===== config.mk =====
export PLATFORM = sky130hd
export DESIGN_NAME = mafr_div
export DESIGN_NICKNAME = d
export VERILOG_FILES = /design/src/mafr_pkg.sv /design/src/mafr_div.sv
export SDC_FILE = /design/constraint.sdc
export NUM_CORES = 1
export LEC_CHECK = 0
export ABC_AREA = 1
export BUFFER_PORTS_ARGS = -buffer_cell sky130_fd_sc_hd__buf_2
export CORE_MARGIN = 5
export CORE_UTILIZATION = 59
export CTS_BUF_LIST = sky130_fd_sc_hd__clkbuf_8
export DETAILED_ROUTE_END_ITERATION = 12
export GPL_ROUTABILITY_DRIVEN = 0
export PLACE_DENSITY = 0.9
export SLEW_MARGIN = 0
export SYNTH_ARGS = -nofsm -noshare
export SYNTH_HDL_FRONTEND = slang
export SYNTH_SLANG_ARGS = --single-unit

===== constraint.sdc =====
create_clock -name i_clk -period 5.8 [get_ports i_clk]
set_input_delay 1.45 -clock i_clk [delete_from_list [all_inputs] [get_ports i_clk]]
set_output_delay 1.45 -clock i_clk [all_outputs]
set_load 0.005 [all_outputs]

===== src/mafr_pkg.sv =====
// ----------------------------------------------------------------------------
// mafr_pkg: shared definitions for the audio frame ring
// Field widths, command and status codes, register indexes and defaults.
// ----------------------------------------------------------------------------
package mafr_pkg;

    // field widths
    localparam int CMD_W    = 3;
    localparam int SMP_W    = 32;
    localparam int CNT_W    = 10;
    localparam int CH_W     = 4;
    localparam int CAPF_W   = 10;
    localparam int ST_W     = 2;
    localparam int FCNT_W   = 10;
    localparam int CONS_W   = 48;

    // stream packing
    localparam int IN_TDATA_W   = 48;   // sample_in, frame_count, zero pad
    localparam int IN_TUSER_W   = CMD_W;
    localparam int OUT_TDATA_W  = 104;  // sample, can_read, can_write, consumed, pad
    localparam int OUT_TUSER_W  = ST_W;
    localparam int OUT_PAD_W    = OUT_TDATA_W - SMP_W - 2 * FCNT_W - CONS_W;

    // configuration port
    localparam int CFG_IDX_W    = 1;
    localparam int CFG_DATA_W   = (CH_W > CAPF_W) ? CH_W : CAPF_W;

    localparam logic [CFG_IDX_W-1:0] REG_CHANNELS = 1'd0;
    localparam logic [CFG_IDX_W-1:0] REG_CAPACITY = 1'd1;

    // parameter defaults
    localparam int DEF_MAX_FRAMES   = 512;
    localparam int DEF_MAX_CHANNELS = 8;
    localparam int DEF_MAX_BURST    = 8;

    // register reset values
    localparam logic [CH_W-1:0]   RST_CHANNELS = 4'd2;
    localparam logic [CAPF_W-1:0] RST_CAPF     = 10'd512;

    // commands
    localparam logic [CMD_W-1:0] CMD_WRITE = 3'd0;
    localparam logic [CMD_W-1:0] CMD_READ  = 3'd1;
    localparam logic [CMD_W-1:0] CMD_PEEK  = 3'd2;
    localparam logic [CMD_W-1:0] CMD_SKIP  = 3'd3;
    localparam logic [CMD_W-1:0] CMD_CLEAR = 3'd4;

    // result status
    localparam logic [ST_W-1:0] ST_OK    = 2'd0;
    localparam logic [ST_W-1:0] ST_UNDER = 2'd1;
    localparam logic [ST_W-1:0] ST_OVER  = 2'd2;
    localparam logic [ST_W-1:0] ST_BAD   = 2'd3;

endpackage


===== src/mafr_div.sv =====
// ----------------------------------------------------------------------------
// mafr_div: bit-serial divider by the channel count
// Restoring division, one quotient bit per cycle.
// ----------------------------------------------------------------------------
module mafr_div #(
    parameter int DW = 13
) (
    input  logic                      i_clk,
    input  logic                      i_rst_n,
    input  logic                      i_start,
    input  logic [DW-1:0]             i_dividend,
    input  logic [mafr_pkg::CH_W-1:0] i_divisor,
    output logic                      o_done,
    output logic [DW-1:0]             o_quotient
);

    localparam int REM_W = mafr_pkg::CH_W;
    localparam int CNT_W = $clog2(DW + 1);

    logic [REM_W-1:0] r_rem;
    logic [DW-1:0]    r_quo;
    logic [CNT_W-1:0] r_cnt;
    logic [REM_W-1:0] r_div;
    logic             r_busy;
    logic             r_done;

    logic [REM_W:0]   shifted;
    logic [REM_W+1:0] diff;
    logic [REM_W-1:0] n_rem;
    logic [DW-1:0]    n_quo;

    // shift in the next dividend bit and try a subtract
    always_comb begin
        shifted = {r_rem, r_quo[DW-1]};
        diff    = {1'b0, shifted} - {2'b00, r_div};
        if (!diff[REM_W+1]) begin
            n_rem = diff[REM_W-1:0];
            n_quo = {r_quo[DW-2:0], 1'b1};
        end else begin
            n_rem = shifted[REM_W-1:0];
            n_quo = {r_quo[DW-2:0], 1'b0};
        end
    end

    always_ff @(posedge i_clk) begin
        if (!i_rst_n) begin
            r_busy <= 1'b0;
            r_done <= 1'b0;
        end else begin
            r_done <= 1'b0;
            if (i_start) begin
                r_rem  <= '0;
                r_quo  <= i_dividend;
                r_div  <= i_divisor;
                r_cnt  <= CNT_W'(DW);
                r_busy <= 1'b1;
            end else if (r_busy) begin
                r_rem <= n_rem;
                r_quo <= n_quo;
                r_cnt <= r_cnt - CNT_W'(1);
                if (r_cnt == CNT_W'(1)) begin
                    r_busy <= 1'b0;
                    r_done <= 1'b1;
                end
            end
        end
    end

    assign o_done     = r_done;
    assign o_quotient = r_quo;

endmodule


### Yosys cells after proc, flatten, opt, wreduce, memory -nomap -nowiden

Index checks and enable logic that the tools add are counted.
W data, S select, Z words.

| storage, ports and cells | value |
|---|---|
| flip-flop bits (word level) | 27 |
| logic and storage cells | 25 |
| output and inout port bits | 14 |
| input port bits | 20 |

| operators by class | value |
|---|---|
| reductions and logical operators | 4 |
| bitwise logic cells | 2 |
| equal/unequal tests | 1 |
| add/subtract/negate cells | 2 |
| muxes and demuxes | 10 |

Operators by type and width:

| cell | count |
|---|---|
| $mux W13 | 2 |
| $mux W4 | 3 |
| $sub A5 B4 Y6 | 1 |
| $mux W1 | 5 |
| $eq A4 B1 Y1 const B | 1 |
| $reduce_and A2 Y1 | 2 |
| $sub A4 B1 Y4 const B | 1 |
| $reduce_or A3 Y1 | 1 |
| $not A1 Y1 | 2 |
| $reduce_bool A2 Y1 | 1 |

### Depth between registers and ports, before layout

| depth | value |
|---|---|
| word-level depth | 4 |
| mapped depth | 9 |
| mapped depth without buffers | 9 |

### Worst setup path after synthesis

Ideal clock, no wire load.

| path | value |
|---|---|
| kind | input to register |
| start | input i_start |
| end | register r_quo[0] (netlist: o_quotient[0]) (enable) |
| slack | 2.803 ns |
| path buffers | 0 |
| arrival time | 2.590 ns |
| data required time | 5.393 ns |
| cell stages on the path | 2 |
| setup time | 0.407 ns |
| cells stage by stage | inv_2 -> a21oi_1 |

| between the ends | value |
|---|---|
| cells in the longest elaborated chain, start to end | 2 |

Ends and longest elaborated chain:

| what | RTL line | source |
|---|---|---|
| start: declaration | mafr_div.sv:10 | `input logic i_start,` |
| $reduce_bool A2 Y1 (no line) | n/a |  |
| $reduce_and A2 Y1 (no line) | n/a |  |
| end signal: assignment | mafr_div.sv:53 | `r_quo <= i_dividend;` |
| end signal: assignment | mafr_div.sv:59 | `r_quo <= n_quo;` |
| end: declaration | mafr_div.sv:21 | `logic [DW-1:0] r_quo;` |

No other way between the ends.
A chain may end at the register's enable or synchronous reset.

### Worst setup path after layout

| path | value |
|---|---|
| start | input i_start |
| end | register r_quo[10] (netlist: o_quotient[10]) (enable) |

Same word-level chain as after synthesis.

==> run summary <==
Maximum root-to-sink buffer count - 2
Post-CTS Resized - 0
Largest stage delay on the critical path - 960 ps
Hold buffer count at CTS - 0
Highest-delay cell along the critical path - a21oi_2
Post-Route Utilization - 72.5%
Total Nets Final - 202
Net switching power figure - 109 uW
Result of the run - complete, no violations
Detail Route Antenna Nets - 0
Sum of negative setup slack - 0 ps
Relative contribution of combinational cells to total power - 17.8%
DRC violation total after the first TritonRoute iteration - 29
Routed via count divided by cell count - 5.13
Initial antenna violation count - 0
Count of flip-flops with a built-in enable after synthesis - 25
Number of fillers in the final layout - 172
Most used standard cells in the synthesized netlist - nand2_1 (48), edfxtp_1 (25), inv_1 (18), nor2_1 (9), ha_1 (6)
Count of different cell masters after synthesis - 26
Root Driver - clkbuf_8
FMAX - 326 MHz
Post-Syn Area per Cell - 9.80 um2
DRC Markers - 0
Initial Util - 62.0%
Register share of total power - 57.3%
Library cell with the largest summed area after synthesis - edfxtp_1
Final number of setup-violating endpoints - 0
Cell leakage power - 0.785 nW
Skew-Pair Late Insertion Delay - 270 ps
Area growth, synth to finish - 16.9%
Final hold viol count - 0
Overall Global Routing Usage - 18.0%
HPWL after detailed placement - 2.19 mm
Buffers & Inverters on Critical Path - 2
Grt total ovfl - 0
Switching share of total power - 26.3%
Setup repair after global routing missed its margin - no
Clock sinks - 27
Core Footprint - 2210 um2
Worst slew margin relative to its limit - 21.7%
Total Die Area - 3390 um2
Share of layout cells above drive strength 1 - 28.2%
Most common cell in the netlist - nand2_1
Cell class contributing the biggest share of worst-path delay - compound AO/OA/AOI/OAI gates
Arrival @ worst endpoint - 2960 ps
Post-detailed-routing wire length - 2.90 mm
Clock tree skew after final layout - 3.07 ps
Proportion of netlist area held by the largest area contributor - 54.7%
Post-Syn Area - 1370 um2
Slew Limit Fails - 0
Die outline height - 58.2 um
Largest cells by area after synthesis - edfxtp_1 (55%), nand2_1 (13%), ha_1 (5.5%)
Number of warnings issued by yosys - 0
Vias after detailed routing - 1037
Vias in the first global route - 1061
# port buffers - 33
Max_cap viols - 0
Tmin final - 3070 ps
Cells along the critical path - buf_2 -> inv_2 -> a21oi_2
Power density over the cells - 258 nW/um2
Site row count - 17
Proportion of synthesized flip-flops having asynchronous set or reset - 0%
Ratio of final minimum period to clock period - 52.9%
Dominant register cell in the synthesized netlist - edfxtp_1
Internal power consumption - 305 uW
Routed wirelength normalized by instance count - 14.3 um
Total number of H-tree levels - 1
Largest net degree at the start of global routing - 23
Mapped Cells - 140
Critical Path End Type - register
Required time of the critical path - 5690 ps
Post-CTS setup repair buffer count - 0
Hold WC Path Type - reg -> reg
Cts bufs inserted - 3
First-pass GRT wire length - 4.55 mm
Clock-pin transition on the worst setup and hold timing paths - 90 ps
Element type at the critical path start - primary input
Number of storage elements in the synthesis netlist - 27
Worst setup path category - in -> reg
Number of top-level design ports - 34
Number of detailed-route iterations in the first pass - 4
Share of the yosys chip area belonging to registers - 57.6%
Number of inserted diodes - 0
Syn Nets - 167
Critical Path Fanout Max - 22
Pin slew with the least headroom to its limit - 1170 ps
Clock tree from TritonCTS - yes
Share of total power in the clock network - 25.0%
IR Drop Worst-Case VDD - 0.226 mV
Width of the chip - 58.2 um
[worst paths after layout]
check	start	endpoint	slack (ps)	depth (start not counted)
max	i_start	o_quotient[10]	2730	3
min	r_busy	o_done	480	2
max reg2reg	o_quotient[12]	r_rem[2]	4010	7
min reg2reg	r_busy	o_done	480	2
[registers in the layout (all words and copies together), names as in the netlist]
| register | flops |
|---|---|
| r_rem | 4 |
| r_div | 4 |
| r_cnt | 4 |
| o_quotient | 13 |
| r_busy | 1 |
| o_done | 1 |
[stage by stage]
stage	setup WS (ps)	area [um2]	std cells	power [mW]	hold slack (ps)
global placement	2510	1560	198	0.308	464
detailed placement	2460	1560	198	0.315	464
global route	2510	1600	202	0.431	506
floorplan	2800	1370	140	0.289	422
CTS	2720	1600	202	0.414	485
finish	2730	1600	202	0.414	484
[layout by cell type, fill, tap and decap left out, types with 3 or more instances in the layout]
cell,n
edfxtp_1,25
a21oi_1,3
nand4_1,3
buf_2,33
ha_1,6
inv_1,19
nor2_1,9
clkbuf_8,3
nand2_1,48
[kinds of logic after synthesis]
kind of cell | after synthesis | share of synthesized area [%]
AO/OA/AOI/OAI | 8 | 3.19
XOR/XNOR | 1 | 0.638
adder cells (fa/ha/maj) | 7 | 6.93
buffers and inverters | 24 | 7.02
AND/OR/NAND/NOR | 73 | 24.6
flip-flops | 27 | 57.6
[area by class of cell]
cell class	count	area [um2]	area share [%]
flip-flops and latches	27	791	49.3
multi-input cells	89	489	30.5
clock inverters	1	3.75	0.234
inverters	21	78.8	4.91
clock buffers	3	41.3	2.57
repair buffers	33	165	10.3
well taps	28	35.0	2.18
[routing by layer]
metal	GRT usage, %	up-vias	part of all wire, %
met5	0	-	0
met4	9.27	0	2.1
met3	2.67	6	3.9
met2	33.2	31	56
met1	19.7	485	38
li1	-	515	-
[power groups by stage]
stage / Sequential [mW] / Combinational [mW] / Clock (mW)
floorplan: 0.240 / 0.0482 / 0
global placement: 0.241 / 0.0673 / 0
detailed placement: 0.241 / 0.0736 / 0
CTS: 0.237 / 0.0739 / 0.103
global route: 0.238 / 0.0827 / 0.110
finish: 0.237 / 0.0735 / 0.103
[worst reg2reg max path: cells and delay by family (launching register included)]
kind	cells	cell delay [ps]
xor gates and xnor gates	1	150
adders and majority gates	2	600
buffers and inverters	2	210
DFF	1	410
and+or+nand+nor	2	200
Note: power is estimated with default switching activity, not from simulation.
